--- config.mk ---
export PLATFORM = sky130hd
export DESIGN_NAME = weighted_priority_sorted_queue_core
export DESIGN_NICKNAME = d
export VERILOG_FILES = /design/src/hw/rtl/wpsq_pkg.sv /design/src/hw/rtl/weighted_priority_sorted_queue_core.sv /design/src/hw/rtl/wpsq_ram.sv /design/src/hw/rtl/wpsq_key.sv
export SDC_FILE = /design/constraint.sdc
export NUM_CORES = 2
export LEC_CHECK = 0
export ABC_AREA = 1
export BUFFER_PORTS_ARGS = -buffer_cell sky130_fd_sc_hd__buf_2
export CAP_MARGIN = 10
export CORE_ASPECT_RATIO = 1.25
export CORE_MARGIN = 3
export CORE_UTILIZATION = 45
export CTS_CLUSTER_DIAMETER = 60
export DETAILED_ROUTE_END_ITERATION = 10
export SYNTH_ARGS = -nofsm -noshare
export SYNTH_HDL_FRONTEND = slang
export SYNTH_SLANG_ARGS = --single-unit
--- constraint.sdc ---
create_clock -name clk_i -period 7.6 [get_ports clk_i]
set_input_delay 1.52 -clock clk_i [delete_from_list [all_inputs] [get_ports clk_i]]
set_output_delay 1.52 -clock clk_i [all_outputs]
set_load 0.05 [all_outputs]
--- src/hw/rtl/wpsq_pkg.sv ---
// ----------------------------------------------------------------------------
// wpsq_pkg
// shared widths, codes and the stored entry layout of the sorted queue
// ----------------------------------------------------------------------------
package wpsq_pkg;

  localparam int unsigned PAYLOAD_W  = 32;
  localparam int unsigned GRADE_W    = 14;
  localparam int unsigned COURSES_W  = 8;
  localparam int unsigned KEY_W      = 25;
  localparam int unsigned COUNT_W    = 5;
  localparam int unsigned STATUS_W   = 2;
  localparam int unsigned CMD_W      = 2;
  localparam int unsigned PROD_W     = GRADE_W + COURSES_W;
  localparam int unsigned CFG_DATA_W = 14;

  localparam int unsigned CAPACITY_DEF = 16;

  localparam logic [CMD_W-1:0] CMD_PUSH = 2'd0;
  localparam logic [CMD_W-1:0] CMD_POP  = 2'd1;

  localparam logic [STATUS_W-1:0] STATUS_OK    = 2'd0;
  localparam logic [STATUS_W-1:0] STATUS_FULL  = 2'd1;
  localparam logic [STATUS_W-1:0] STATUS_EMPTY = 2'd2;

  localparam logic CFG_GRADE_SCALE = 1'b0;
  localparam logic CFG_COURSE_SPAN = 1'b1;

  localparam logic [GRADE_W-1:0]   GRADE_SCALE_RST = 14'd1000;
  localparam logic [COURSES_W-1:0] COURSE_SPAN_RST = 8'd30;

  typedef struct packed {
    logic [KEY_W-1:0]     key;
    logic [COURSES_W-1:0] courses;
    logic [GRADE_W-1:0]   grade;
    logic [PAYLOAD_W-1:0] payload;
  } entry_t;

endpackage

--- src/hw/rtl/weighted_priority_sorted_queue_core.sv ---
// ----------------------------------------------------------------------------
// weighted_priority_sorted_queue_core
// bounded priority queue sorted by a weighted key, held in one memory
// ----------------------------------------------------------------------------
// A command word (push, pop, peek) is taken only while the sequencer is idle,
// and each command returns one result word describing the front entry. The
// entries sit in one single-port-read memory, front at address 0, sorted by
// descending key, newest first among equal keys. A push first computes its
// key (S_KEY1, S_KEY2), then walks from the tail toward the front, each entry
// in two steps (read, then compare and move down one slot), until it meets a
// strictly greater key or passes the front, and writes the new entry behind
// that key or at the front. A pop moves every remaining entry up one slot,
// read then write for each. A peek, a dropped push or an empty pop only reads
// the front entry. The memory read of the front entry ends every command, and
// the sequencer then waits until the output register is free. A finished
// result waits in the output register while the next command is accepted.
module weighted_priority_sorted_queue_core
  import wpsq_pkg::*;
#(
  parameter int unsigned CAPACITY = CAPACITY_DEF
) (
  input  logic                  clk_i,
  input  logic                  rst_ni,
  // command channel
  input  logic                  s_axis_tvalid,
  output logic                  s_axis_tready,
  input  logic [55:0]           s_axis_tdata,  // payload, grade, courses
  input  logic [CMD_W-1:0]      s_axis_tuser,  // cmd
  // result channel
  output logic                  m_axis_tvalid,
  input  logic                  m_axis_tready,
  output logic [87:0]           m_axis_tdata,  // front_payload, front_grade,
                                               // front_courses, front_key,
                                               // entry_count, is_empty
  output logic [STATUS_W-1:0]   m_axis_tuser,  // status
  // configuration writes
  input  logic                  cfg_valid_i,
  output logic                  cfg_ready_o,
  input  logic                  cfg_index_i,
  input  logic [CFG_DATA_W-1:0] cfg_data_i
);

  localparam int unsigned AW = (CAPACITY > 1) ? $clog2(CAPACITY) : 1;
  localparam int unsigned OW = $clog2(CAPACITY + 1);
  localparam int unsigned EW = $bits(entry_t);

  typedef enum logic [3:0] {
    S_IDLE, S_KEY1, S_KEY2, S_PUSH_RD, S_PUSH_CMP, S_PUSH_HEAD,
    S_POP_RD, S_POP_WR, S_FRONT_RD, S_FRONT
  } state_e;

  state_e                state_q;
  logic [OW-1:0]         occ_q;
  logic [AW-1:0]         idx_q;
  logic [STATUS_W-1:0]   status_q;
  logic [GRADE_W-1:0]    grade_scale_q;
  logic [COURSES_W-1:0]  course_span_q;

  // latched command word
  logic [PAYLOAD_W-1:0]  payload_q;
  logic [GRADE_W-1:0]    grade_q;
  logic [COURSES_W-1:0]  courses_q;

  // result register
  logic                  out_valid_q;
  logic [87:0]           out_data_q;
  logic [STATUS_W-1:0]   out_user_q;

  logic [KEY_W-1:0]      key;
  entry_t                new_entry, rd_entry, wr_entry;
  logic                  ram_we, ram_re;
  logic [AW-1:0]         ram_waddr, ram_raddr;
  logic [EW-1:0]         ram_rdata;
  logic                  in_fire, out_free;
  logic [87:0]           res_data;

  assign in_fire       = s_axis_tvalid && s_axis_tready;
  assign s_axis_tready = (state_q == S_IDLE);
  assign out_free      = !out_valid_q || m_axis_tready;
  assign cfg_ready_o   = 1'b1;

  wpsq_key u_key (
    .clk_i         (clk_i),
    .grade_i       (grade_q),
    .courses_i     (courses_q),
    .grade_scale_i (grade_scale_q),
    .course_span_i (course_span_q),
    .key_o         (key)
  );

  assign new_entry = '{key: key, courses: courses_q, grade: grade_q, payload: payload_q};
  assign rd_entry  = entry_t'(ram_rdata);

  wpsq_ram #(
    .Width (EW),
    .Depth (CAPACITY)
  ) u_ram (
    .clk_i   (clk_i),
    .we_i    (ram_we),
    .waddr_i (ram_waddr),
    .wdata_i (wr_entry),
    .re_i    (ram_re),
    .raddr_i (ram_raddr),
    .rdata_o (ram_rdata)
  );

  // memory port control: every access of a step lands before the next read
  always_comb begin
    ram_we    = 1'b0;
    ram_waddr = idx_q;
    wr_entry  = rd_entry;
    ram_re    = 1'b0;
    ram_raddr = idx_q;
    unique case (state_q)
      S_PUSH_RD, S_POP_RD: begin
        ram_re = 1'b1;
      end
      S_PUSH_CMP: begin
        // entry ahead has a strictly greater key: new entry lands behind it
        ram_we    = 1'b1;
        ram_waddr = idx_q + AW'(1);
        wr_entry  = (rd_entry.key > key) ? new_entry : rd_entry;
      end
      S_PUSH_HEAD: begin
        ram_we    = 1'b1;
        ram_waddr = '0;
        wr_entry  = new_entry;
      end
      S_POP_WR: begin
        ram_we    = 1'b1;
        ram_waddr = idx_q - AW'(1);
      end
      S_FRONT_RD: begin
        ram_re    = 1'b1;
        ram_raddr = '0;
      end
      default: ;
    endcase
  end

  // result fields; the front entry fields are zero when the queue is empty
  always_comb begin
    res_data = '0;
    if (occ_q != '0) begin
      res_data[31:0]  = rd_entry.payload;
      res_data[45:32] = rd_entry.grade;
      res_data[53:46] = rd_entry.courses;
      res_data[78:54] = rd_entry.key;
    end
    res_data[83:79] = COUNT_W'(occ_q);
    res_data[84]    = (occ_q == '0);
  end

  always_ff @(posedge clk_i) begin
    if (in_fire) begin
      payload_q <= s_axis_tdata[31:0];
      grade_q   <= s_axis_tdata[45:32];
      courses_q <= s_axis_tdata[53:46];
    end
    if (state_q == S_FRONT && out_free) begin
      out_data_q <= res_data;
      out_user_q <= status_q;
    end
  end

  always_ff @(posedge clk_i or negedge rst_ni) begin
    if (!rst_ni) begin
      state_q       <= S_IDLE;
      occ_q         <= '0;
      idx_q         <= '0;
      status_q      <= STATUS_OK;
      out_valid_q   <= 1'b0;
      grade_scale_q <= GRADE_SCALE_RST;
      course_span_q <= COURSE_SPAN_RST;
    end else begin
      if (cfg_valid_i) begin
        unique case (cfg_index_i)
          CFG_GRADE_SCALE: grade_scale_q <= cfg_data_i[GRADE_W-1:0];
          CFG_COURSE_SPAN: course_span_q <= cfg_data_i[COURSES_W-1:0];
          default: ;
        endcase
      end
      // result register: load a new word or drop the taken one
      if (state_q == S_FRONT && out_free) begin
        out_valid_q <= 1'b1;
      end else if (m_axis_tready) begin
        out_valid_q <= 1'b0;
      end
      unique case (state_q)
        S_IDLE: begin
          if (in_fire) begin
            if (s_axis_tuser == CMD_PUSH) begin
              if (occ_q >= OW'(CAPACITY)) begin
                status_q <= STATUS_FULL;
                state_q  <= S_FRONT_RD;
              end else begin
                status_q <= STATUS_OK;
                state_q  <= S_KEY1;
              end
            end else if (s_axis_tuser == CMD_POP) begin
              if (occ_q == '0) begin
                status_q <= STATUS_EMPTY;
                state_q  <= S_FRONT_RD;
              end else if (occ_q == OW'(1)) begin
                status_q <= STATUS_OK;
                occ_q    <= '0;
                state_q  <= S_FRONT_RD;
              end else begin
                status_q <= STATUS_OK;
                idx_q    <= AW'(1);
                state_q  <= S_POP_RD;
              end
            end else begin
              // peek and the unused code only report
              status_q <= STATUS_OK;
              state_q  <= S_FRONT_RD;
            end
          end
        end
        S_KEY1: state_q <= S_KEY2;
        S_KEY2: begin
          if (occ_q == '0) begin
            state_q <= S_PUSH_HEAD;
          end else begin
            idx_q   <= AW'(occ_q - OW'(1));
            state_q <= S_PUSH_RD;
          end
        end
        S_PUSH_RD: state_q <= S_PUSH_CMP;
        S_PUSH_CMP: begin
          if (rd_entry.key > key) begin
            occ_q   <= occ_q + OW'(1);
            state_q <= S_FRONT_RD;
          end else if (idx_q == '0) begin
            state_q <= S_PUSH_HEAD;
          end else begin
            idx_q   <= idx_q - AW'(1);
            state_q <= S_PUSH_RD;
          end
        end
        S_PUSH_HEAD: begin
          occ_q   <= occ_q + OW'(1);
          state_q <= S_FRONT_RD;
        end
        S_POP_RD: state_q <= S_POP_WR;
        S_POP_WR: begin
          if (OW'(idx_q) == occ_q - OW'(1)) begin
            occ_q   <= occ_q - OW'(1);
            state_q <= S_FRONT_RD;
          end else begin
            idx_q   <= idx_q + AW'(1);
            state_q <= S_POP_RD;
          end
        end
        S_FRONT_RD: state_q <= S_FRONT;
        S_FRONT: begin
          if (out_free) begin
            state_q <= S_IDLE;
          end
        end
        default: state_q <= S_IDLE;
      endcase
    end
  end

  assign m_axis_tvalid = out_valid_q;
  assign m_axis_tdata  = out_data_q;
  assign m_axis_tuser  = out_user_q;

  // checks

  a_occ_bound: assert property (@(posedge clk_i) disable iff (!rst_ni)
    occ_q <= OW'(CAPACITY))
    else $error("occupancy above capacity");

  a_occ_step: assert property (@(posedge clk_i) disable iff (!rst_ni)
    (occ_q != $past(occ_q)) |-> (occ_q == $past(occ_q) + OW'(1) ||
                                 occ_q == $past(occ_q) - OW'(1)))
    else $error("occupancy moved by more than one");

  a_empty_zero: assert property (@(posedge clk_i) disable iff (!rst_ni)
    (m_axis_tvalid && m_axis_tdata[84]) |-> (m_axis_tdata[83:0] == '0))
    else $error("empty result carries front data");

  a_full_status: assert property (@(posedge clk_i) disable iff (!rst_ni)
    (state_q == S_FRONT && status_q == STATUS_FULL) |-> (occ_q == OW'(CAPACITY)))
    else $error("push dropped while not full");

endmodule

--- src/hw/rtl/wpsq_ram.sv ---
// ----------------------------------------------------------------------------
// wpsq_ram
// generic single-write, single-read memory with registered read data
// ----------------------------------------------------------------------------
module wpsq_ram #(
  parameter int unsigned Width = 8,
  parameter int unsigned Depth = 16
) (
  input  logic                     clk_i,
  input  logic                     we_i,
  input  logic [$clog2(Depth)-1:0] waddr_i,
  input  logic [Width-1:0]         wdata_i,
  input  logic                     re_i,
  input  logic [$clog2(Depth)-1:0] raddr_i,
  output logic [Width-1:0]         rdata_o
);

  logic [Width-1:0] mem_q [Depth];
  logic [Width-1:0] rdata_q;

  always_ff @(posedge clk_i) begin
    if (we_i) begin
      mem_q[waddr_i] <= wdata_i;
    end
    if (re_i) begin
      rdata_q <= mem_q[raddr_i];
    end
  end

  assign rdata_o = rdata_q;

endmodule

--- src/hw/rtl/wpsq_key.sv ---
// ----------------------------------------------------------------------------
// wpsq_key
// two-stage weighted key unit: products, then scaled sum with saturation
// ----------------------------------------------------------------------------
module wpsq_key
  import wpsq_pkg::*;
(
  input  logic                 clk_i,
  input  logic [GRADE_W-1:0]   grade_i,
  input  logic [COURSES_W-1:0] courses_i,
  input  logic [GRADE_W-1:0]   grade_scale_i,
  input  logic [COURSES_W-1:0] course_span_i,
  output logic [KEY_W-1:0]     key_o
);

  logic [PROD_W-1:0] prod_g_q, prod_c_q;
  logic [PROD_W+3:0] sum;
  logic [KEY_W-1:0]  key_q;

  always_ff @(posedge clk_i) begin
    prod_g_q <= PROD_W'(grade_i) * PROD_W'(course_span_i);
    prod_c_q <= PROD_W'(courses_i) * PROD_W'(grade_scale_i);
    key_q    <= (sum[PROD_W+3:KEY_W] != '0) ? '1 : sum[KEY_W-1:0];
  end

  assign sum   = (PROD_W+4)'(prod_g_q) * (PROD_W+4)'(3)
               + (PROD_W+4)'(prod_c_q) * (PROD_W+4)'(7);
  assign key_o = key_q;

endmodule

======== Yosys cells after proc, flatten, opt, wreduce, memory -nomap -nowiden ========
Memories as Yosys holds them, arrays and structs flattened. A register that Yosys moved wholly into a read port is not among the register bits.
Cells that the tools add are included.
storage, ports and cells
  register bits after elaboration ......... 248
  memory bits (writable) .................. 1264
  input bits .............................. 78
  output and inout port bits .............. 93
  logic and storage cells ................. 118
  memories kept ........................... 1
cells by class
  add/sub/neg operators ................... 5
  multipliers ............................. 4
  magnitude comparators ................... 2
  equal/unequal tests ..................... 25
  mux-type cells .......................... 44
  bitwise logic cells ..................... 1
  reduce and logical (&&, ||, !) cells .... 20
memories
  name         words  width  read ports  clocked after memory_dff  wr ports  RTL line        text
  u_ram.mem_q  16     79     1           1                         1         wpsq_ram.sv:18  logic [Width-1:0] mem_q [Depth];
operators by type and width
  cell                     count
  $pmux W79 S2             1
  $mux W79                 1
  $mux W4                  19
  $pmux W4 S10             1
  $mux W5                  7
  $add A24 B25 Y26         1
  $gt A25 B25 Y1           1
  $mul A22 B3 Y25 const B  1
  $mul A22 B2 Y24 const B  1
  $mul A14 B8 Y22          1
  $mul A8 B14 Y22          1
  $ne A2 B2 Y1 const B     10
  $pmux W5 S4              1
  $eq A4 B3 Y1 const B     4
  $pmux W4 S4              1
  $pmux W4 S3              1
  $reduce_and A10 Y1       1
  $eq A4 B2 Y1 const B     2
  $eq A4 B4 Y1 const B     2
  $logic_not A4 Y1         2
  $reduce_and A2 Y1        4
  $reduce_and A8 Y1        1
  $reduce_bool A4 Y1       2
  $mux W1                  7
  other kinds (21)         28

======== Longest topological paths before layout ========
  word-level depth ........................ 7
  depth in mapped cells ................... 19
  mapped depth without buffers ............ 18

======== By module ========
Synthesis repeated with hierarchy kept, for this count alone.
unflattened totals
  cell total of the unflattened synthesis .. 7879
  area, all modules ....................... 77775.8 um^2
modules (own cells, without submodules)
  module                               instances  cells an instance  area each (um^2)
  wpsq_ram                             1          5190               56220.2
  wpsq_key                             1          1766               12663.4
  weighted_priority_sorted_queue_core  1          923                8892.3

======== Least setup slack after synthesis ========
No wires, ideal clock.
  path kind ............................... input to register
  from .................................... input port m_axis_tready
  to ...................................... register out_data_q[0] (netlist: m_axis_tdata[0]), enable pin
  setup time .............................. 533 ps
  arrival time ............................ 5189 ps
  path slack .............................. 1878 ps
  stages .................................. 2
  path buffers ............................ 0
  path through ............................ nor2_1 nor2_1
between the ends
  cells in the longest elaborated chain, start to end .. 2
RTL lines
  what                  RTL line                                    text
  from (decl)           weighted_priority_sorted_queue_core.sv:31   input logic m_axis_tready,
  $logic_or A1 B1 Y1    weighted_priority_sorted_queue_core.sv:79   assign out_free = !out_valid_q || m_axis_tready;
  $logic_and A1 B1 Y1   weighted_priority_sorted_queue_core.sv:160  if (state_q == S_FRONT && out_free) begin
  to (signal assigned)  weighted_priority_sorted_queue_core.sv:161  out_data_q <= res_data;
  to (decl)             weighted_priority_sorted_queue_core.sv:66   logic [87:0] out_data_q;
Every way passes these cells.
A chain may end at the register's enable or synchronous reset.

======== Final worst setup path ========
  from .................................... register courses_q[2]
  to ...................................... register u_key.prod_c_q[14]
between the ends
  cells in the longest elaborated chain, start to end .. 1
RTL lines
  what                    RTL line                                    text
  from (decl)             weighted_priority_sorted_queue_core.sv:62   logic [COURSES_W-1:0] courses_q;
  from (signal assigned)  weighted_priority_sorted_queue_core.sv:158  courses_q <= s_axis_tdata[53:46];
  $mul A8 B14 Y22         wpsq_key.sv:22                              prod_c_q <= PROD_W'(courses_i) * PROD_W'(grade_scale_i);
  to (signal assigned)    wpsq_key.sv:22
  to (decl)               wpsq_key.sv:16                              logic [PROD_W-1:0] prod_g_q, prod_c_q;
Every way passes these cells.

==> results.tsv <==
metric	value	unit
status	finished, final reports clean	
rsz0062_at_grt	no	
cap_violations	0	
hold_buffers	0	
clkSlewWorstSetupHoldPaths	60	ps
layout-drive-gt1-share	11.8	%
max_slew_margin	23.1	%
finalHoldViolCount	0	
r2r_slack	2760	ps
synth_warnings	0	
hpwl	99500	um
synth.area.mux_share	0.0923	%
port_buffers	164	
path_max_fanout	15	
fin_skew	44.2	ps
multiInputGateArea	22500	um^2
rows	164	
routed_via_density	5.60	
drtAntennaViolNets	0	
fmax	207	MHz
reg2reg_depth	16	
seq_area_frac_synth	64.1	%
async_flop_share	2.39	%
crit_start	courses_q[2]$_DFFE_PP_	
cts.path.max_buffers	3	
seqCellArea	46900	um^2
required	8320	ps
synth_top_family_by_area	simple AND/OR/NAND/NOR gates	
finalCritPeriodShare	63.6	%
cts_made_buffers	163	
die_h	457	um
path_class	register to register	
synthesis.instances	6018	
synth-simple-area-share	11.5	%
fillers	13836	
syn-cell-area	73200	um^2
first_pass_iters	8	
synth_compound_area_share	10.1	%
dieArea	167000	um^2
synth.distinct_cells	49	
worstPathArrival	5560	ps
cts_max_level	4	
postCtsResizedCells	0	
wire_per_inst	23.4	um
gr-total-overflow	0	
yosys.area_share.adder	8.17	%
antenna_found_initial	1	
grt_pass1_wl	294000	um
totalWireLength	195000	um
num_io_pins	171	
dr.max_layer_used	met4	
cts_setup_buffers	0	
ctsRootBufferMaster	clkbuf_16	
syn_avg_cell_area	12.2	um^2
grt_max_degree	187	
start_util	45.5	%
die_width	367	um
clock_latency	810	ps
nNetsFinal	6489	
setup_viol	0	
vias	46745	
wl_met2	94700	um
grt_pass1_vias	46947	
cts_tree	built	
reg2reg_from	courses_q[2]$_DFFE_PP_	
fin_crit	4840	ps
grtUsageTotal	23.1	%
place_congestion	0.883	
synth_edf_count	1484	
wl_met3	11800	um
area_growth	10.9	%
critPathCaptureType	register	
core-area	161000	um^2
cts.sink_count	1591	
maxSlewViolCount	0	
worstReg2RegEnd	u_key.prod_c_q[14]$_DFF_P_	
worstSetupEndpoint	u_key.prod_c_q[14]$_DFF_P_	
synth_ff_type	edfxtp_1	
synth_seq_cells	1591	
synthXorXnorAreaFrac	0.587	%
drtIter0Drc	4030	
layout_commonest_cell	edfxtp_1	
worstHoldPathType	register to register	
drcViolationCount	0	
crit_path_start_kind	register	
layout_common_cells	1,484 x edfxtp_1, 823 x nand2_1, 633 x o211ai_1	
m1WireLength	82300	um
worst_slew_pin_slew	1150	ps
tns	0	ps
## worst min-delay path by stage
stage / from / endpoint / slack [ps] / depth (start not counted)
after floorplan: status_q[0]$_DFFE_PN0P_ / m_axis_tuser[0]$_DFFE_PP_ / 420 / 0
after global placement: status_q[1]$_DFFE_PN0P_ / m_axis_tuser[1]$_DFFE_PP_ / 430 / 0
final: status_q[1]$_DFFE_PN0P_ / m_axis_tuser[1]$_DFFE_PP_ / 440 / 0
after global routing: status_q[0]$_DFFE_PN0P_ / m_axis_tuser[0]$_DFFE_PP_ / 460 / 0
after detailed placement: status_q[1]$_DFFE_PN0P_ / m_axis_tuser[1]$_DFFE_PP_ / 440 / 0
after CTS: status_q[1]$_DFFE_PN0P_ / m_axis_tuser[1]$_DFFE_PP_ / 450 / 0
## worst max-delay path: stages (launching register included)
cell and delay [ps]:
edfxtp_1 850, nand2_1 200, fa_1 580, inv_1 50, fa_1 510, fa_1 520, inv_1 50, fa_1 470
inv_1 40, ha_1 340, nand2_1 80, nor2_1 160, inv_1 50, o21ai_0 410, nand3_1 120, nand2_1 100
xor2_1 190
## area by class of cell
cell class / count / share of cell area [%]
Antenna cell: 1 / 0.00308
Clock buffer: 207 / 5.28
Clock inverter: 90 / 1.07
Inverter: 621 / 2.91
Multi-Input combinational cell: 3463 / 27.8
Sequential cell: 1591 / 57.8
Tap cell: 2158 / 3.33
Timing Repair Buffer: 217 / 1.83
## through the flow
stage                     cells  util (%)  worst slack [ps]  hold WS (ps)  instance area (um^2)
after floorplan            6020         -              1880           419                 73200
after global placement     8049      47.3              2850           434                 76000
after detailed placement   8049      47.3              2800           436                 76000
after CTS                  8346      50.5              2760           449                 81100
after global routing       8348      50.5              2450           457                 81200
final                      8348      50.5              2760           442                 81200
## routing by layer
metal  vias to the layer above  track usage [%]
met1                     23566             30.9
met5                         -                0
met3                       351             3.23
met4                         0             7.84
li1                      21207                -
met2                      1621             38.8
## cells in the mapped netlist, types with 4 or more instances
library cell	n	share of area [%]
edfxtp_1	1484	61
nand2_1	825	4.2
o211ai_1	633	6.5
inv_1	614	3.2
nor2_1	421	2.2
o21ai_0	374	2.6
nand3_1	297	2.0
or2_2	231	2.0
fa_1	206	5.6
clkbuf_1	185	0.95
ha_1	148	2.5
buf_2	123	0.84
a21oi_1	82	0.56
dfxtp_1	69	1.9
or2_0	60	0.51
xor2_1	35	0.42
or2_1	30	0.26
dfrtp_1	28	0.96
nand4_1	18	0.15
nor3_1	15	0.10
buf_4	14	0.14
xnor2_1	14	0.17
o21ai_1	13	0.089
buf_6	12	0.18
o21bai_1	12	0.12
buf_1	11	0.056
dfstp_2	10	0.36
a21o_1	8	0.082
inv_2	6	0.031
mux2_2	6	0.092
nor2_2	6	0.051
o21a_1	4	0.041
## registers in the layout (all words and copies together) (netlist names)
name / flops
u_ram.mem_q: 1264
course_span_q: 8
state_q: 4
status_q: 2
grade_scale_q: 14
u_key.prod_g_q: 22
u_ram.rdata_o: 79
courses_q: 8
m_axis_tdata: 85
m_axis_tvalid: 1
m_axis_tuser: 2
idx_q: 4
payload_q: 32
u_key.prod_c_q: 22
u_key.key_o: 25
grade_q: 14
occ_q: 5
## logic make-up (layout without fill, tap and decap cells)
| logic type | count (synthesis) | after routing |
|---|---|---|
| mux | 6 | 6 |
| compound gates | 1141 | 1141 |
| buf+inv | 966 | 1135 |
| xor+xnor | 49 | 49 |
| simple gates | 1909 | 1909 |
| fa+ha+maj | 354 | 354 |
| other cells | 2 | 5 |
| flops | 1591 | 1591 |
Power is left out: the tool's default activity adds up to more than one toggle a clock period on the data nets, which glitch-free logic cannot reach.
